--- src/sv/itp_pkg.sv ---
`timescale 1ns / 1ps

package itp_pkg;

    localparam int STACK_DEPTH_DEF = 32;

    localparam logic [7:0] CH_LPAREN = 8'h28;
    localparam logic [7:0] CH_RPAREN = 8'h29;
    localparam logic [7:0] CH_STAR   = 8'h2A;
    localparam logic [7:0] CH_PLUS   = 8'h2B;
    localparam logic [7:0] CH_MINUS  = 8'h2D;
    localparam logic [7:0] CH_SLASH  = 8'h2F;
    localparam logic [7:0] CH_CARET  = 8'h5E;
    localparam logic [7:0] CH_NUL    = 8'h00;

    typedef logic [2:0] kind_t;
    typedef logic [1:0] rank_t;

    localparam kind_t KIND_OPERAND = 3'd0;
    localparam kind_t KIND_LPAREN  = 3'd1;
    localparam kind_t KIND_RPAREN  = 3'd2;
    localparam kind_t KIND_OPER    = 3'd3;
    localparam kind_t KIND_FLUSH   = 3'd4;

    // lowest rank stands for "no priority", below every real operator
    localparam rank_t RANK_NONE = 2'd0;
    localparam rank_t RANK_ADD  = 2'd1;
    localparam rank_t RANK_MUL  = 2'd2;
    localparam rank_t RANK_POW  = 2'd3;

    typedef struct packed {
        kind_t      kind;
        logic [7:0] sym;
        rank_t      rank;
    } cmd_t;

    function automatic rank_t rank_of(input logic [7:0] c);
        rank_t r;
        case (c)
            CH_PLUS, CH_MINUS: r = RANK_ADD;
            CH_STAR, CH_SLASH: r = RANK_MUL;
            CH_CARET:          r = RANK_POW;
            default:           r = RANK_NONE;
        endcase
        return r;
    endfunction

    function automatic logic is_operand(input logic [7:0] c);
        return c inside {[8'h61:8'h7A], [8'h41:8'h5A], [8'h30:8'h39]};
    endfunction

endpackage

--- src/sv/itp_in_if.sv ---
`timescale 1ns / 1ps

interface itp_in_if;
    logic       valid;
    logic       ready;
    logic [7:0] symbol;
    logic       flush;

    modport source (output valid, symbol, flush, input ready);
    modport sink   (input valid, symbol, flush, output ready);
endinterface

--- src/sv/itp_out_if.sv ---
`timescale 1ns / 1ps

interface itp_out_if;
    logic       valid;
    logic       ready;
    logic [7:0] out_symbol;
    logic       end_of_expr;
    logic       last_of_run;
    logic       overflow;

    modport source (output valid, out_symbol, end_of_expr, last_of_run, overflow, input ready);
    modport sink   (input valid, out_symbol, end_of_expr, last_of_run, overflow, output ready);
endinterface

--- src/sv/itp_front.sv ---
`timescale 1ns / 1ps

module itp_front (
    itp_in_if.sink       symbols,
    output itp_pkg::cmd_t cmd,
    output logic         cmd_valid,
    input  logic         cmd_ready
);
    import itp_pkg::*;

    kind_t kind;

    always_comb
    begin
        if (symbols.flush)
        begin
            kind = KIND_FLUSH;
        end
        else if (is_operand(symbols.symbol))
        begin
            kind = KIND_OPERAND;
        end
        else if (symbols.symbol == CH_LPAREN)
        begin
            kind = KIND_LPAREN;
        end
        else if (symbols.symbol == CH_RPAREN)
        begin
            kind = KIND_RPAREN;
        end
        else
        begin
            kind = KIND_OPER;
        end
    end

    assign cmd.kind      = kind;
    assign cmd.sym       = symbols.symbol;
    assign cmd.rank      = rank_of(symbols.symbol);
    assign cmd_valid     = symbols.valid;
    assign symbols.ready = cmd_ready;

endmodule

--- src/sv/itp_queue.sv ---
`timescale 1ns / 1ps

module itp_queue (
    input  logic          clk,
    input  logic          rst_n,
    input  itp_pkg::cmd_t wr_data,
    input  logic          wr_valid,
    output logic          wr_ready,
    output itp_pkg::cmd_t rd_data,
    output logic          rd_valid,
    input  logic          rd_ready
);
    import itp_pkg::*;

    cmd_t       data_reg [2];
    logic       wr_ptr_reg;
    logic       wr_ptr_next;
    logic       rd_ptr_reg;
    logic       rd_ptr_next;
    logic [1:0] count_reg;
    logic [1:0] count_next;
    logic       wr_en;
    logic       rd_en;

    assign wr_ready = count_reg != 2'd2;
    assign rd_valid = count_reg != 2'd0;
    assign rd_data  = data_reg[rd_ptr_reg];
    assign wr_en    = wr_valid && wr_ready;
    assign rd_en    = rd_valid && rd_ready;

    always_comb
    begin
        wr_ptr_next = wr_en ? !wr_ptr_reg : wr_ptr_reg;
        rd_ptr_next = rd_en ? !rd_ptr_reg : rd_ptr_reg;
        count_next  = count_reg + {1'b0, wr_en} - {1'b0, rd_en};
    end

    always_ff @(posedge clk)
    begin
        if (wr_en)
        begin
            data_reg[wr_ptr_reg] <= wr_data;
        end
    end

    always_ff @(posedge clk or negedge rst_n)
    begin
        if (!rst_n)
        begin
            wr_ptr_reg <= 1'b0;
            rd_ptr_reg <= 1'b0;
            count_reg  <= 2'd0;
        end
        else
        begin
            wr_ptr_reg <= wr_ptr_next;
            rd_ptr_reg <= rd_ptr_next;
            count_reg  <= count_next;
        end
    end

endmodule

--- src/sv/itp_back.sv ---
`timescale 1ns / 1ps

module itp_back #(
    parameter int STACK_DEPTH = itp_pkg::STACK_DEPTH_DEF
) (
    input  logic          clk,
    input  logic          rst_n,
    input  itp_pkg::cmd_t cmd,
    input  logic          cmd_valid,
    output logic          cmd_ready,
    itp_out_if.source     postfix
);
    import itp_pkg::*;

    localparam int CW = $clog2(STACK_DEPTH + 1);
    localparam int AW = $clog2(STACK_DEPTH);

    logic [7:0]    mem [STACK_DEPTH];
    logic [7:0]    rd_data_reg;
    logic [7:0]    push_sym_reg;
    logic          top_push_reg;
    logic          top_push_next;
    logic [CW-1:0] count_reg;
    logic [CW-1:0] count_next;

    logic          pend_valid_reg;
    logic          pend_valid_next;
    logic          pend_final_reg;
    logic [7:0]    pend_sym_reg;
    logic          pend_end_reg;
    logic          pend_ovf_reg;

    logic          out_valid_reg;
    logic          out_valid_next;
    logic [7:0]    out_sym_reg;
    logic          out_end_reg;
    logic          out_last_reg;
    logic          out_ovf_reg;

    logic [7:0]    top;
    logic          nonempty;
    logic          full;
    logic          out_free;
    logic          step_go;
    logic          move;
    logic          move_last;
    logic [CW-1:0] below_top;
    logic [AW-1:0] rd_addr;
    logic [AW-1:0] wr_addr;

    logic          emit;
    logic          done;
    logic          do_pop;
    logic          do_push;
    logic [7:0]    e_sym;
    logic          e_end;
    logic          e_ovf;
    logic          pop_en;
    logic          push_en;

    assign top       = top_push_reg ? push_sym_reg : rd_data_reg;
    assign nonempty  = count_reg != '0;
    assign full      = count_reg == CW'(STACK_DEPTH);
    assign out_free  = !out_valid_reg || postfix.ready;
    assign step_go   = cmd_valid && (!pend_valid_reg || out_free);
    assign below_top = count_reg - CW'(2);
    assign rd_addr   = below_top[AW-1:0];
    assign wr_addr   = count_reg[AW-1:0];

    always_comb
    begin
        emit    = 1'b0;
        done    = 1'b0;
        do_pop  = 1'b0;
        do_push = 1'b0;
        e_sym   = CH_NUL;
        e_end   = 1'b0;
        e_ovf   = 1'b0;
        case (cmd.kind)
            KIND_FLUSH:
            begin
                emit = 1'b1;
                if (nonempty)
                begin
                    e_sym  = top;
                    do_pop = 1'b1;
                end
                else
                begin
                    e_end = 1'b1;
                    done  = 1'b1;
                end
            end
            KIND_OPERAND:
            begin
                emit  = 1'b1;
                e_sym = cmd.sym;
                done  = 1'b1;
            end
            KIND_LPAREN:
            begin
                done = 1'b1;
                if (full)
                begin
                    emit  = 1'b1;
                    e_ovf = 1'b1;
                end
                else
                begin
                    do_push = 1'b1;
                end
            end
            KIND_RPAREN:
            begin
                if (nonempty && top != CH_LPAREN)
                begin
                    emit   = 1'b1;
                    e_sym  = top;
                    do_pop = 1'b1;
                end
                else
                begin
                    do_pop = nonempty;
                    done   = 1'b1;
                end
            end
            KIND_OPER:
            begin
                if (nonempty && cmd.rank <= rank_of(top))
                begin
                    emit   = 1'b1;
                    e_sym  = top;
                    do_pop = 1'b1;
                end
                else if (full)
                begin
                    emit  = 1'b1;
                    e_ovf = 1'b1;
                    done  = 1'b1;
                end
                else
                begin
                    do_push = 1'b1;
                    done    = 1'b1;
                end
            end
            default:
            begin
                done = 1'b1;
            end
        endcase
    end

    assign pop_en    = step_go && do_pop;
    assign push_en   = step_go && do_push;
    assign cmd_ready = step_go && done;

    // a held result goes out once the next step shows whether more follow
    assign move      = pend_valid_reg && out_free && (pend_final_reg || step_go);
    assign move_last = pend_final_reg || !emit;

    always_comb
    begin
        count_next    = count_reg;
        top_push_next = top_push_reg;
        if (push_en)
        begin
            count_next    = count_reg + CW'(1);
            top_push_next = 1'b1;
        end
        else if (pop_en)
        begin
            count_next    = count_reg - CW'(1);
            top_push_next = 1'b0;
        end

        pend_valid_next = pend_valid_reg;
        if (step_go && emit)
        begin
            pend_valid_next = 1'b1;
        end
        else if (move)
        begin
            pend_valid_next = 1'b0;
        end

        out_valid_next = out_valid_reg;
        if (move)
        begin
            out_valid_next = 1'b1;
        end
        else if (postfix.ready)
        begin
            out_valid_next = 1'b0;
        end
    end

    always_ff @(posedge clk)
    begin
        if (push_en)
        begin
            mem[wr_addr] <= cmd.sym;
            push_sym_reg <= cmd.sym;
        end
        if (pop_en)
        begin
            rd_data_reg <= mem[rd_addr];
        end
        if (step_go && emit)
        begin
            pend_final_reg <= done;
            pend_sym_reg   <= e_sym;
            pend_end_reg   <= e_end;
            pend_ovf_reg   <= e_ovf;
        end
        if (move)
        begin
            out_sym_reg  <= pend_sym_reg;
            out_end_reg  <= pend_end_reg;
            out_ovf_reg  <= pend_ovf_reg;
            out_last_reg <= move_last;
        end
    end

    always_ff @(posedge clk or negedge rst_n)
    begin
        if (!rst_n)
        begin
            count_reg      <= '0;
            top_push_reg   <= 1'b0;
            pend_valid_reg <= 1'b0;
            out_valid_reg  <= 1'b0;
        end
        else
        begin
            count_reg      <= count_next;
            top_push_reg   <= top_push_next;
            pend_valid_reg <= pend_valid_next;
            out_valid_reg  <= out_valid_next;
        end
    end

    assign postfix.valid       = out_valid_reg;
    assign postfix.out_symbol  = out_sym_reg;
    assign postfix.end_of_expr = out_end_reg;
    assign postfix.last_of_run = out_last_reg;
    assign postfix.overflow    = out_ovf_reg;

endmodule

--- src/sv/infix_to_postfix_converter.sv ---
`timescale 1ns / 1ps

// infix to postfix conversion with an operator stack of STACK_DEPTH entries
// symbols: one character (or a flush) per transfer, valid/ready
// postfix: result characters per transfer, valid/ready; last_of_run marks the
//   final result of one input, end_of_expr the end marker after a flush,
//   overflow a push dropped on a full stack
// an input that causes no result (a push, a ')' that only drops its '(')
//   delivers nothing on postfix
// the front classifies and writes a two-entry queue; the back runs one stack
//   step per cycle while postfix is not stalled: a step emits one character, pushes, or pops
// an input passes the queue, then its results the pending and the output register
// stack steps are emitted operators, pushes, dropped '(', overflow flags and end
//   markers; a stream of operands flows at one per cycle while postfix is ready;
//   a pop does not hold up the next step since the stack memory read of the next
//   top is issued in the pop cycle
// when postfix stalls, the back holds one finished and one pending result,
//   then stops, and the queue fills before symbols drops ready
// reset clears the stack count, the queue and both result stages; stack
//   entries are not cleared and are never used as the top before written
module infix_to_postfix_converter #(
    parameter int STACK_DEPTH = itp_pkg::STACK_DEPTH_DEF
) (
    input  logic      clk,
    input  logic      rst_n,
    itp_in_if.sink    symbols,
    itp_out_if.source postfix
);
    import itp_pkg::*;

    cmd_t front_cmd;
    logic front_valid;
    logic front_ready;
    cmd_t back_cmd;
    logic back_valid;
    logic back_ready;

    itp_front u_front (
        .symbols   (symbols),
        .cmd       (front_cmd),
        .cmd_valid (front_valid),
        .cmd_ready (front_ready)
    );

    itp_queue u_queue (
        .clk      (clk),
        .rst_n    (rst_n),
        .wr_data  (front_cmd),
        .wr_valid (front_valid),
        .wr_ready (front_ready),
        .rd_data  (back_cmd),
        .rd_valid (back_valid),
        .rd_ready (back_ready)
    );

    itp_back #(
        .STACK_DEPTH (STACK_DEPTH)
    ) u_back (
        .clk       (clk),
        .rst_n     (rst_n),
        .cmd       (back_cmd),
        .cmd_valid (back_valid),
        .cmd_ready (back_ready),
        .postfix   (postfix)
    );

`ifndef SYNTHESIS
    assert property (@(posedge clk) disable iff (!rst_n)
        (postfix.valid && postfix.end_of_expr) |->
        (postfix.last_of_run && !postfix.overflow && postfix.out_symbol == CH_NUL))
        else $error("end marker malformed");

    assert property (@(posedge clk) disable iff (!rst_n)
        (postfix.valid && postfix.overflow) |->
        (postfix.last_of_run && !postfix.end_of_expr && postfix.out_symbol == CH_NUL))
        else $error("overflow flag malformed");

    assert property (@(posedge clk) !rst_n |=> !postfix.valid)
        else $error("result valid after reset");
`endif

endmodule
--- src/flat_wrapper.sv ---
// flat-port wrapper written by rule: the top's interface ports become plain ports
module infix_to_postfix_converter_flat import itp_pkg::*;
#(
    parameter int STACK_DEPTH = itp_pkg::STACK_DEPTH_DEF
)
  (clk, rst_n, symbols_valid, symbols_symbol, symbols_flush, symbols_ready, postfix_valid, postfix_out_symbol, postfix_end_of_expr, postfix_last_of_run, postfix_overflow, postfix_ready);
  itp_in_if symbols_i ();
  itp_out_if postfix_i ();
  input  logic clk;
  input  logic rst_n;
  input wire logic [$bits(symbols_i.valid)-1:0] symbols_valid;
  input wire logic [$bits(symbols_i.symbol)-1:0] symbols_symbol;
  input wire logic [$bits(symbols_i.flush)-1:0] symbols_flush;
  output wire logic [$bits(symbols_i.ready)-1:0] symbols_ready;
  output wire logic [$bits(postfix_i.valid)-1:0] postfix_valid;
  output wire logic [$bits(postfix_i.out_symbol)-1:0] postfix_out_symbol;
  output wire logic [$bits(postfix_i.end_of_expr)-1:0] postfix_end_of_expr;
  output wire logic [$bits(postfix_i.last_of_run)-1:0] postfix_last_of_run;
  output wire logic [$bits(postfix_i.overflow)-1:0] postfix_overflow;
  input wire logic [$bits(postfix_i.ready)-1:0] postfix_ready;
  assign symbols_i.valid = symbols_valid;
  assign symbols_i.symbol = symbols_symbol;
  assign symbols_i.flush = symbols_flush;
  assign symbols_ready = symbols_i.ready;
  assign postfix_valid = postfix_i.valid;
  assign postfix_out_symbol = postfix_i.out_symbol;
  assign postfix_end_of_expr = postfix_i.end_of_expr;
  assign postfix_last_of_run = postfix_i.last_of_run;
  assign postfix_overflow = postfix_i.overflow;
  assign postfix_i.ready = postfix_ready;
  infix_to_postfix_converter #(.STACK_DEPTH(STACK_DEPTH)) u_core (.clk(clk), .rst_n(rst_n), .symbols(symbols_i), .postfix(postfix_i));
endmodule
--- config.mk ---
export PLATFORM = sky130hd
export DESIGN_NAME = infix_to_postfix_converter_flat
export DESIGN_NICKNAME = d
export VERILOG_FILES = /design/src/sv/itp_pkg.sv /design/src/sv/itp_in_if.sv /design/src/sv/itp_out_if.sv /design/src/sv/itp_front.sv /design/src/sv/itp_queue.sv /design/src/sv/itp_back.sv /design/src/sv/infix_to_postfix_converter.sv /design/src/flat_wrapper.sv
export SDC_FILE = /design/constraint.sdc
export NUM_CORES = 1
export LEC_CHECK = 0
export ABC_CLOCK_PERIOD_IN_PS = 7300
export BUFFER_PORTS_ARGS = -buffer_cell sky130_fd_sc_hd__buf_2
export CORE_MARGIN = 4
export CORE_UTILIZATION = 25
export DETAILED_ROUTE_END_ITERATION = 7
export GPL_TIMING_DRIVEN = 0
export SETUP_SLACK_MARGIN = 0.4
export SYNTH_ARGS = -nofsm -noshare
export SYNTH_HDL_FRONTEND = slang
export SYNTH_SLANG_ARGS = --single-unit
--- constraint.sdc ---
create_clock -name clk -period 7.3 [get_ports clk]
set_input_delay 0.365 -clock clk [delete_from_list [all_inputs] [get_ports clk]]
set_output_delay 0.365 -clock clk [all_outputs]
set_load 0.01 [all_outputs]
==> Word-level counts from Yosys, hierarchy flattened <==
Memory sizes are Yosys's and may differ from the RTL's. A register that Yosys moved wholly into a read port is not among the register bits.
Cells that the tools add are included.
{ "word_totals": {"register_bits": 43, "ramBits": 282, "input_bits": 13, "out_inout_bits": 13, "word_cells": 125, "n_memories": 2} }
{ "memory_table": {"columns": ["memory", "words", "word_bits", "read_ports", "rd_ports_with_merged_regs", "write_ports", "line_no", "rtl"], "rows": [
  ["u_core.u_back.mem", 32, 8, 1, 1, 1, "itp_back.sv:18", "logic [7:0] mem [STACK_DEPTH];"],
  ["u_core.u_queue.data_reg", 2, 13, 1, 0, 1, "itp_queue.sv:15", "cmd_t data_reg [2];"]
]} }
{ "classes": {"n_addsub": 5, "magnitude_cmp": 7, "eq_ne": 19, "muxes": 41, "n_reduce_logical": 35} }
{ "ops": {"columns": ["cell", "n"], "rows": [
  ["equality test 8 x 6 -> 1 bit (second input constant)", 10],
  ["2-to-1 mux 8 bit", 4],
  ["one-hot mux 8 bit (4 select lines)", 1],
  ["2-to-1 mux 1 bit", 23],
  ["equality test 8 x 7 -> 1 bit (second input constant)", 2],
  ["greater-or-equal comparator 8 x 7 -> 1 bit (second input constant)", 2],
  ["<= comparator 8 x 7 -> 1 bit (second input constant)", 2],
  ["logical AND 1 bit", 14],
  ["2-to-1 mux 6 bit", 2],
  ["one-hot mux 2 bit (3 select lines)", 2],
  ["OR reduction 2 bit", 5],
  ["greater-or-equal comparator 8 x 6 -> 1 bit (second input constant)", 1],
  ["<= comparator 8 x 6 -> 1 bit (second input constant)", 1],
  ["!= test 8 x 6 -> 1 bit (second input constant)", 1],
  ["nonzero test 2 bit", 4],
  ["adder 6 x 1 -> 6 bit (second input constant)", 1],
  ["equality test 3 x 2 -> 1 bit (second input constant)", 2],
  ["equality test 6 bit (second input constant)", 1],
  ["2-to-1 mux 2 bit", 3],
  ["one-hot mux 1 bit (3 select lines)", 2],
  ["nonzero test 6 bit", 1],
  ["subtractor 6 x 1 -> 6 bit (second input constant)", 1],
  ["zero test 1 bit", 5],
  ["subtractor 5 x 2 -> 5 bit (second input constant)", 1],
  ["other kinds (12)", 16]
]} }

==> Logic depth before layout (Yosys ltp) <==
Gate-level depths: netlist of the first run.
{ "logic_depth": {"word_depth": 12, "mapped_depth": 14, "ltp_nobuf": 14} }

==> Modules after synthesis <==
From an unflattened synthesis of the first run, not the netlist that was laid out.
{ "unflattened": {"cells_unflattened": 757, "hier_area_um2": 13686.9} }
{ "by_module_without_submodules": {"columns": ["module", "instances", "cells_per_inst", "area_per_inst_um2", "seq_area_each_um2"], "rows": [
  ["itp_back", 1, 656, 12256.8, 9053.7],
  ["itp_queue", 1, 62, 1157.4, 880.8],
  ["itp_front", 1, 39, 272.8, 0.0]
]} }

==> Worst setup path after synthesis of the first run <==
Ideal clock, no wire load.
{ "synth_timing": {"path_kind": "reg-to-reg", "from": "reg u_core.u_queue.rd_ptr_reg", "to": "reg u_core.u_back.count_reg[5]", "setup_time_ns": 0.139, "arrival_time_ns": 3.647, "t_required_ns": 7.161, "setup_slack_ns": 3.515, "stages_incl_launch_ff": 15, "n_path_buf": 3, "synth_period_minus_slack_ns": 3.785, "cell_sequence": "dfrtp_1 -> buf_6 -> buf_2 -> buf_1 -> mux2_2 -> ha_1 -> nor2b_1 -> o21a_1 -> o311ai_4 -> ha_1 -> a211oi_1 -> o21bai_1 -> a21oi_1 -> or3_1 -> o2111ai_1"} }
{ "synth_via": {"elab_chain_len": 7, "word_cells_on_any_way": 15, "cone_classes": "1 x order compare; 4 x eq/ne; 5 x mux; 4 x reduce/logical; 1 x memory"} }
{ "synth_rtl": {"columns": ["item", "line_no", "rtl"], "rows": [
  ["start: declaration", "itp_queue.sv:18", "logic rd_ptr_reg;"],
  ["start signal: assignment", "itp_queue.sv:57", "rd_ptr_reg <= rd_ptr_next;"],
  ["memory read (2 x 13 bit) (*)", null, null],
  ["<= comparator 2 bit", "itp_back.sv:129", "if (nonempty && cmd.rank <= rank_of(top))"],
  ["logical AND 1 bit", "itp_back.sv:129", null],
  ["2-to-1 mux 1 bit", "itp_back.sv:129", null],
  ["one-hot mux 1 bit (3 select lines) or one-hot mux 1 bit (2 select lines) (tied branches)", "itp_back.sv:79", "case (cmd.kind)"],
  ["logical AND 1 bit, on equally long branches", "itp_back.sv:154, itp_back.sv:155", null],
  ["nonzero test 2 bit (no line) or 2-to-1 mux 6 bit (tied branches)", null, null],
  ["end signal: assignment", "itp_back.sv:236", "count_reg <= count_next;"],
  ["end: declaration", "itp_back.sv:23", "logic [CW-1:0] count_reg;"]
]} }
Every way passes the cells marked *; elsewhere a longest branch is shown, timed or not.
A chain may end at the register's enable or synchronous reset.

==> Worst setup path after layout of the first run <==
{ "layout_timing": {"from": "reg u_core.u_back.top_push_reg", "to": "reg u_core.u_back.count_reg[5]"} }
{ "layout_via": {"elab_chain_len": 11, "word_cells_on_any_way": 23, "cone_classes": "1 x order compare; 6 x eq/ne; 9 x mux; 7 x reduce/logical"} }
{ "layout_rtl": {"columns": ["item", "line_no", "rtl"], "rows": [
  ["start: declaration", "itp_back.sv:21", "logic top_push_reg;"],
  ["start signal: assignment", "itp_back.sv:237", "top_push_reg <= top_push_next;"],
  ["2-to-1 mux 8 bit (*)", "itp_back.sv:61", "assign top = top_push_reg ? push_sym_reg : rd_data_reg;"],
  ["equality test 8 x 6 -> 1 bit", "itp_pkg.sv:39", "case (c)"],
  ["OR reduction 2 bit", "itp_pkg.sv:39", null],
  ["one-hot mux 2 bit (3 select lines)", "itp_pkg.sv:39", null],
  ["2-to-1 mux 2 bit", "itp_back.sv:79", null],
  ["<= comparator 2 bit", "itp_back.sv:129", null],
  ["logical AND 1 bit", "itp_back.sv:129", null],
  ["2-to-1 mux 1 bit", "itp_back.sv:129", null],
  ["one-hot mux 1 bit (3 select lines) or one-hot mux 1 bit (2 select lines) (tied branches)", "itp_back.sv:79", null],
  ["logical AND 1 bit, on equally long branches", "itp_back.sv:154, itp_back.sv:155", null],
  ["nonzero test 2 bit (no line) or 2-to-1 mux 6 bit (tied branches)", null, null]
]} }
Every way passes the cells marked *; elsewhere a longest branch is shown, timed or not. The select of a mux whose other input is x is not followed.

==> out/qor.csv, run 1 <==
metric,value,unit
cp_slowest_cell,o311ai_4,
syn_nets,742,
postSynthCellCount,719,
dieArea,58700,um2
dp_cells,1440,
cts_tree,yes,
boundaryPins,26,
crit_start,u_core.u_back.top_push_reg,
synth_cell_types,63,
synth_top_area_share,70.1,%
swShare,32.9,%
crit_path_frequent_cell,ha_1,
syn2layout_area_growth,15.7,%
cts_root_buf,clkbuf_16,
power_frac_comb,35.1,%
r2r_slack,2.88,ns
clkPwrFrac,25.9,%
cts_buffers,36,
power_density,430,nW/um2
rr_worst_depth,14,
cts_setup_buffers,0,
ant_nets,0,
synth_edf_count,320,
grt_setup_unrepaired,false,
grt_max_degree,34,
synth_warnings,0,
crit_path_end_kind,flip-flop,
period_share,60.5,%
arrival,4.80,ns
status,"complete, no violations",
p_int,0.00458,W
gp_congestion,0.851,
vdd_drop_max,0.000195,V
period_minus_slack,4.42,ns
max_slew_margin,18.9,%
syn_area,13700,um2
grt_pass1_wl,44700,um
cp-endpoint,u_core.u_back.count_reg[5],
setup_tns,0,ns
vias,6913,
cp_max_fo,10,
wirelength,29400,um
h-tree-depth,2,
die-height,242,um
clock-sinks,333,
drive_above_1_share,24.3,%
ys.flop_type,edfxtp_1,
ctsResizeCount,0,
io_buffers,25,
p_sw,0.00225,W
max_cap_violations,0,
first_pass_iters,5,
antenna_found_initial,0,
final-hold-violation-count,0,
min_path_type,in -> reg,
clkSlewWorstSetupHoldPaths,0.06,ns
cp.required,7.68,ns
clockBufferDepth,3,
async_flop_share,3.90,%
r2r-start,u_core.u_back.top_push_reg,
rows,85,
drt_iter0_markers,592,
nets,806,
diodes,0,
ys_seq_elements,333,
grt_pass1_vias,7072,
finClkSkew,0.0200,ns
slowest_delay,0.59,ns
seqPwrFrac,39.0,%
grt_usage,9.85,%
core,54000,um2
largest_reg_flops,256,
worst_slack,2.88,ns
avgSynthCellArea,19.1,um2
drc_errors,0,
die_w,242,um
drv_slew,0,
clock_latency,0.51,ns
ys_seq_area_share,72.4,%
synth_area_leaders,"edfxtp_1, mux4_2, mux2i_1",
via_per_inst,4.60,
leakage,5.10,nW
crit_chain,buf_1 -> mux2_2 -> mux2i_1 -> a31oi_1 -> ha_1 -> nor2b_1 -> o21a_1 -> o311ai_4 -> ha_1 -> a211oi_1 -> o21bai_1 -> a21oi_1 -> or3_1 -> o2111ai_1,
wl_per_cell,19.6,um
startpoint_type,flip-flop,
power,0.00683,W
critPathKind,reg -> reg,
setup_viol,0,
hpwlAfterDp,19300,um
start_util,25.4,%
synth_top_area_cell,edfxtp_1,
worstMarginPinSlew,1.22,ns
cts_hold_buf,1,
grt.overflow.total,0,
rr_endpoint,u_core.u_back.count_reg[5],
max_freq,0.226,GHz
instances_no_fill,1503,
post-place-ws,2.97,ns
-- power groups by stage --
stage | registers, W | clock network, W | logic (W)
floorplan | 0.00268 | 0 | 0.00168
global placement | 0.00269 | 0 | 0.00238
detailed placement | 0.00270 | 0 | 0.00242
CTS | 0.00266 | 0.00181 | 0.00243
global route | 0.00268 | 0.00190 | 0.00259
finish | 0.00266 | 0.00177 | 0.00240
-- worst max-delay path, delay by kind of cell, from the launching register on --
kind | cells | cell delay [ns]
buffers and inverters | 1 | 0.53
multiplexers | 2 | 0.58
AO/OA/AOI/OAI | 7 | 1.77
AND/OR/NAND/NOR | 2 | 0.31
adder cells (fa/ha/maj) | 2 | 0.63
flip-flops | 1 | 0.45
-- layout make-up --
cell class / count / area [um2]
plain buffers: 31 / 168
clock buffers: 42 / 945
clock inverters: 20 / 205
fillers: 5278 / 38200
inverters: 15 / 58.8
multi-input cells: 340 / 3560
flip-flops and latches: 333 / 9930
well taps: 696 / 871
repair buffers: 26 / 135
-- Yosys cell counts, drive strengths merged, types with 10 or more instances --
cell	number
nor2	56
mux2	11
dfrtp	13
edfxtp	320
inv	15
mux2i	36
a21oi	13
mux4	68
nand3	11
buf	25
o21ai	11
xnor2	10
nand2	11
-- layer usage --
layer  GRT usage, %  routed length, um  vias to the layer above
li1               -                  -                     3068
met1           13.5              13000                     3606
met2           16.3              14400                      200
met3           1.79               1350                       39
met4           2.54                620                        0
met5              0                  0                        -
-- metrics by stage --
stage	hold WS, ns	instance area [um2]	utilization [%]
after floorplan	0.0694	13700	-
after global placement	0.302	14700	27.2
after detailed placement	0.298	14700	27.2
after CTS	0.0508	15900	29.4
after global routing	0.0485	15900	29.4
final	0.0642	15900	29.4
-- logic make-up (layout without fill, tap and decap cells) --
family | after synthesis | in the layout | share of synthesized area, %
fa+ha+maj | 10 | 10 | 0.967
mux | 115 | 115 | 14.8
buf+inv | 46 | 134 | 1.65
compound gates | 74 | 74 | 4.24
flops | 333 | 333 | 72.4
simple gates | 127 | 127 | 4.99
xor+xnor | 14 | 14 | 0.949
-- layout by cell type, fill, tap and decap left out, types with 10 or more instances in the layout --
| cell type | netlist | final |
|---|---|---|
| edfxtp_1 | 320 | 320 |
| mux4_2 | 68 | 68 |
| nor2_1 | 56 | 56 |
| buf_2 | 14 | 39 |
| clkbuf_16 | 0 | 37 |
| mux2i_1 | 36 | 36 |
| inv_1 | 14 | 14 |
| dfrtp_1 | 13 | 13 |
| a21oi_1 | 12 | 12 |
| clkbuf_1 | 6 | 11 |
| nand2_1 | 10 | 10 |
| xnor2_1 | 10 | 10 |
-- worst min path at each step --
| stage | cells past startpoint | startpoint | slack (ns) | to |
|---|---|---|---|---|
| 2_1_floorplan | 0 | rst_n | 0.07 | u_core.u_back.count_reg[0] |
| 3_3_place_gp | 1 | rst_n | 0.30 | u_core.u_queue.rd_ptr_reg |
| 3_5_place_dp | 1 | rst_n | 0.30 | u_core.u_queue.wr_ptr_reg |
| 4_1_cts | 1 | symbols_symbol[2] | 0.05 | u_core.u_queue.data_reg[1][4] |
| 5_1_grt | 1 | symbols_symbol[2] | 0.05 | u_core.u_queue.data_reg[1][4] |
| 6_report | 1 | symbols_symbol[2] | 0.06 | u_core.u_queue.data_reg[1][4] |
(Power assumes the default switching activity.)
==> run 2, diff against run 1 <==
Settings changed: ABC_AREA from default to 1, ABC_CLOCK_PERIOD_IN_PS 7300 to 4100.
Clock period 7.3 ns to 4.1 ns, I/O delays scaled along.
==> out/qor.csv, run 2 <==
metric,value,unit
largest_reg_flops,256,
p_sw,0.00526,W
cp_slowest_cell,nor2_1,
final_common_cell,edfxtp_1,
final-hold-violation-count,0,
clock-sinks,333,
syn_area,13500,um2
syn2layout_area_growth,16.4,%
clockBufferDepth,3,
core,53700,um2
grt_pass1_vias,8443,
synth.most_common_cell,edfxtp_1,
drt_iter0_markers,946,
final.fill_count,5361,
start_util,25.2,%
critPathKind,reg -> reg,
cts_setup_buffers,0,
syn_nets,1111,
drc_errors,0,
postSynthCellCount,1088,
power_density,811,nW/um2
synth_top_area_share,71.0,%
swShare,41.1,%
drive_above_1_share,12.5,%
register_area,9930,um2
via_per_inst,4.67,
grt_usage,12.0,%
slowest_delay,0.67,ns
die_w,241,um
dp_cells,1809,
synthTopCellsByCount,"edfxtp_1, nand2_1, nor2_1",
h-tree-depth,2,
synth_top_area_cell,edfxtp_1,
period_minus_slack,3.59,ns
grt_max_degree,35,
clkPwrFrac,21.8,%
io_buffers,25,
ys_seq_elements,333,
grt_util_met2,20.0,%
boundaryPins,26,
cts_buffers,34,
drv_slew,0,
synth_warnings,0,
clkSlewWorstSetupHoldPaths,0.06,ns
avgSynthCellArea,12.4,um2
synth_edf_count,320,
crit_path_end_kind,flip-flop,
whs,0.149,ns
max_cap_violations,0,
async_flop_share,3.90,%
use_met3,2.02,%
antenna_found_initial,0,
p_int,0.00752,W
first_pass_iters,5,
wirelength,35500,um
grt_setup_unrepaired,true,
cp_max_fo,12,
clock_latency,0.52,ns
cts_tree,yes,
max_freq,0.279,GHz
vdd_drop_max,0.000297,V
grt.busiest_layer,met2,
status,"complete, no violations",
grt.overflow.total,0,
setup_tns,0,ns
synth_area_leaders,"edfxtp_1, nand2_1, nand4_1",
startpoint_type,flip-flop,
arrival,3.73,ns
die-height,241,um
worstMarginPinSlew,1.30,ns
setup_viol,0,
period_share,87.5,%
synth_cell_types,41,
min_path_type,in -> async,
ys_seq_area_share,73.4,%
max_slew_margin,12.8,%
ys.flop_type,edfxtp_1,
gp_congestion,0.892,
grt_pass1_wl,52500,um
finClkSkew,0.0146,ns
final_cell_mix,"edfxtp_1, nand2_1, inv_1, nand4_1, nand3_1",
crit_chain,buf_4 -> o21ai_1 -> nand2_1 -> nor3_4 -> nand3_1 -> and3_1 -> ha_1 -> nand2_1 -> nand2_1 -> nand2_1 -> nand2_1 -> inv_1 -> nand2_2 -> nand3_4 -> clkinv_4 -> nand2_4 -> nor2_1,
cp.required,4.24,ns
crit_path_frequent_cell,nand2_1,
dieArea,58000,um2
multi_input_area,3190,um2
met1_usage,15.6,%
wl_per_cell,18.9,um
rows,85,
cts_root_buf,clkbuf_16,
instances_no_fill,1880,
hpwlAfterDp,22100,um
power_frac_comb,40.4,%
leakage,5.58,nW
vias,8773,
diodes,0,
seqPwrFrac,37.8,%
ant_nets,0,
nets,1186,
[run 2: layout make-up]
cell class	count	share of cell area [%]
repair buffers	39	1.91
well taps	696	5.53
flip-flops and latches	333	63.0
plain buffers	41	1.35
inverters	74	1.79
multi-input cells	640	20.2
clock buffers	41	5.70
clock inverters	16	0.460
[run 2: kinds of logic after synthesis]
group           Yosys count  synth area share [%]
simple gates            521                  16.8
compound gates          102                  4.67
xor+xnor                  6                 0.444
flops                   333                  73.4
mux                       1                0.0739
fa+ha+maj                10                 0.979
buf+inv                 115                  3.66
[run 2: path summary, 6_finish.rpt]
check                                                    from                                   to  slack, ns  cells past startpoint
worst max-delay path               u_core.u_back.top_push_reg             u_core.u_back.mem[31][4]       0.51                     17
worst min-delay path                                    rst_n           u_core.u_back.count_reg[0]       0.15                      2
worst max register to register     u_core.u_back.top_push_reg             u_core.u_back.mem[31][4]       0.51                     17
worst min register to register  u_core.u_back.pend_sym_reg[2]  u_core.u_back.postfix.out_symbol[2]       0.42                      0
max in group asynchronous                               rst_n           u_core.u_back.top_push_reg       3.69                      2
min in group clk                u_core.u_back.pend_sym_reg[2]  u_core.u_back.postfix.out_symbol[2]       0.42                      0
[run 2: critical path, delay by kind of cell (launching register included)]
family                     cells  cell delay, ns
and+or+nand+nor               12            1.91
AOI/OAI and AO/OA              1            0.20
adders and majority gates      1            0.29
buffers and inverters          3            0.43
DFF                            1            0.37
[run 2: power groups by stage]
| stage | logic [W] | clock network [W] | registers (W) |
|---|---|---|---|
| after floorplan | 0.00299 | 0 | 0.00487 |
| after global placement | 0.00488 | 0 | 0.00491 |
| after detailed placement | 0.00499 | 0 | 0.00492 |
| after CTS | 0.00502 | 0.00282 | 0.00485 |
| after global routing | 0.00558 | 0.00296 | 0.00486 |
| final | 0.00517 | 0.00278 | 0.00483 |
[run 2: layer usage]
| metal | vias up | part of all wire, % |
|---|---|---|
| met5 | - | 0 |
| met4 | 0 | 3.8 |
| met3 | 88 | 7.3 |
| met2 | 375 | 48 |
| met1 | 4299 | 41 |
| li1 | 4011 | - |
[run 2: per-stage QoR]
stage | total power [W] | util, % | setup slack (ns) | area (um2)
floorplan | 0.00786 | - | 0.980 | 13500
global placement | 0.00979 | 27.1 | 0.445 | 14500
detailed placement | 0.00991 | 27.1 | 0.413 | 14500
CTS | 0.0127 | 29.1 | 0.409 | 15600
global route | 0.0134 | 29.3 | 0.251 | 15800
finish | 0.0128 | 29.3 | 0.514 | 15800
[run 2: repair_timing]
action	CTS	global route
setup endpoints to repair	0	249
hold buffers	12	0
gates resized for setup	0	25
hold endpoints to repair	33	0
==> run 3, diff against run 2 <==
Settings changed: CELL_PAD_IN_SITES_DETAIL_PLACEMENT from default to 2, CELL_PAD_IN_SITES_GLOBAL_PLACEMENT from default to 2, PLACE_DENSITY_LB_ADDON from default to 0.1.
==> out/qor.csv, run 3 (synthesized netlist as in run 2, its figures left out) <==
metric,value,unit
dieArea,58000,um2
grt_pass1_wl,67800,um
die_w,241,um
r2r_slack,0.62,ns
min_path_type,in -> async,
diodes,0,
rows,85,
critPathKind,reg -> reg,
whs,0.0837,ns
setup_viol,0,
critical_path.top_delay_family,simple AND/OR/NAND/NOR gates,
boundaryPins,26,
h-tree-depth,2,
final-hold-violation-count,0,
period_minus_slack,3.48,ns
clock_latency,0.58,ns
cp_slowest_cell,nor2_2,
die-height,241,um
clock-sinks,333,
ant_nets,0,
max_freq,0.287,GHz
grt_pass1_vias,9484,
wirelength,47500,um
status,"complete, no violations",
leakage,5.81,nW
drv_slew,0,
slowest_delay,0.51,ns
max_slew_margin,14.4,%
vdd_drop_max,0.000294,V
crit_chain,buf_6 -> o21ai_4 -> nand2_1 -> nor3_4 -> nand3_1 -> and3_4 -> ha_1 -> nand2_1 -> nand2_1 -> nand2_1 -> nand2_1 -> inv_1 -> nand2_2 -> nand3_4 -> clkinv_4 -> nand2_4 -> nor2_2,
crit_buf_inv,3,
period_share,84.9,%
wl_per_cell,25.0,um
gp_congestion,0.772,
dpl_cell_area,14700,um2
first_pass_iters,6,
drive_above_1_share,16.2,%
clkSlewWorstSetupHoldPaths,0.06,ns
grt.overflow.total,0,
drc_errors,0,
syn2layout_area_growth,20.2,%
startpoint_type,flip-flop,
cts_root_buf,clkbuf_16,
start_util,25.2,%
hpwlAfterDp,31800,um
grt_setup_unrepaired,true,
largest_reg_flops,256,
vias,8893,
grt_usage,16.5,%
drt_iter0_markers,453,
setup_tns,0,ns
nets,1200,
cp_max_fo,12,
core,53700,um2
arrival,3.69,ns
worstMarginPinSlew,1.28,ns
power,0.0143,W
crit_path_frequent_cell,nand2_1,
finClkSkew,0.0276,ns
antenna_found_initial,1,
instances_no_fill,1905,
power_density,876,nW/um2
via_per_inst,4.67,
cts_tree,yes,
cp.required,4.31,ns
dp_cells,1813,
max_cap_violations,0,
clockBufferDepth,3,
grt_max_degree,35,
final_cell_mix,"edfxtp_1, nand2_1, inv_1, nand4_1, nand3_1",
finish.instance_area,16300,um2
crit_path_end_kind,flip-flop,
io_buffers,25,
final_common_cell,edfxtp_1,
cts_buffers,40,
run 3: timing repair:
| action | CTS | global route |
|---|---|---|
| endpoints found under the hold margin | 33 | 0 |
| resized for setup | 28 | 15 |
| buffers inserted | 0 | 5 |
| gates cloned | 0 | 1 |
| pin swaps | 0 | 1 |
| hold buffers | 12 | 0 |
| setup endpoints to repair | 249 | 249 |
run 3: path summary, 6_finish.rpt:
kind                                               startpoint                                   to  cells past startpoint
max in group asynchronous                               rst_n         u_core.u_back.pend_valid_reg                      2
worst min register to register  u_core.u_back.pend_sym_reg[0]  u_core.u_back.postfix.out_symbol[0]                      0
worst min-delay path                                    rst_n            u_core.u_queue.wr_ptr_reg                      2
min in group clk                                symbols_flush       u_core.u_queue.data_reg[0][12]                      2
worst max register to register     u_core.u_back.top_push_reg             u_core.u_back.mem[23][0]                     17
worst max-delay path               u_core.u_back.top_push_reg             u_core.u_back.mem[23][0]                     17
run 3: stage by stage:
| stage | setup slack, ns | utilization (%) |
|---|---|---|
| floorplan | 0.980 | - |
| global placement | 0.121 | 27.1 |
| detailed placement | 0.0832 | 27.3 |
| CTS | 0.224 | 30.1 |
| global route | 0.377 | 30.3 |
| finish | 0.619 | 30.3 |
run 3: layout make-up:
class	instances	area [um2]
inverter	74	283
tap	696	871
timing repair buffer	46	385
clock buffer	46	1040
buffer	41	216
sequential	333	9930
multi-input combinational	641	3270
fill	5638	37400
clock inverter	28	279
run 3: routing by layer:
| layer | share of wire (%) | global-route usage (%) |
|---|---|---|
| met1 | 47 | 22.8 |
| met4 | 2.2 | 4.07 |
| met2 | 47 | 27.1 |
| met5 | 0 | 0 |
| met3 | 3.1 | 2.94 |
run 3: worst reg2reg max path, cell delays in order, from the launching register on:
cell and delay, ns:
dfrtp_1 0.40, buf_6 0.15, o21ai_4 0.18, nand2_1 0.11, nor3_4 0.23, nand3_1 0.10, and3_4 0.20, ha_1 0.29
nand2_1 0.06, nand2_1 0.05, nand2_1 0.05, nand2_1 0.05, inv_1 0.06, nand2_2 0.12, nand3_4 0.16, clkinv_4 0.20
nand2_4 0.20, nor2_2 0.52
run 3: where the power goes:
part	internal (W)	switching, W	total, W
logic	0.00141	0.00443	0.00583
registers	0.00466	0.000177	0.00484
clock network	0.00210	0.00149	0.00359
total	0.00816	0.00610	0.0143
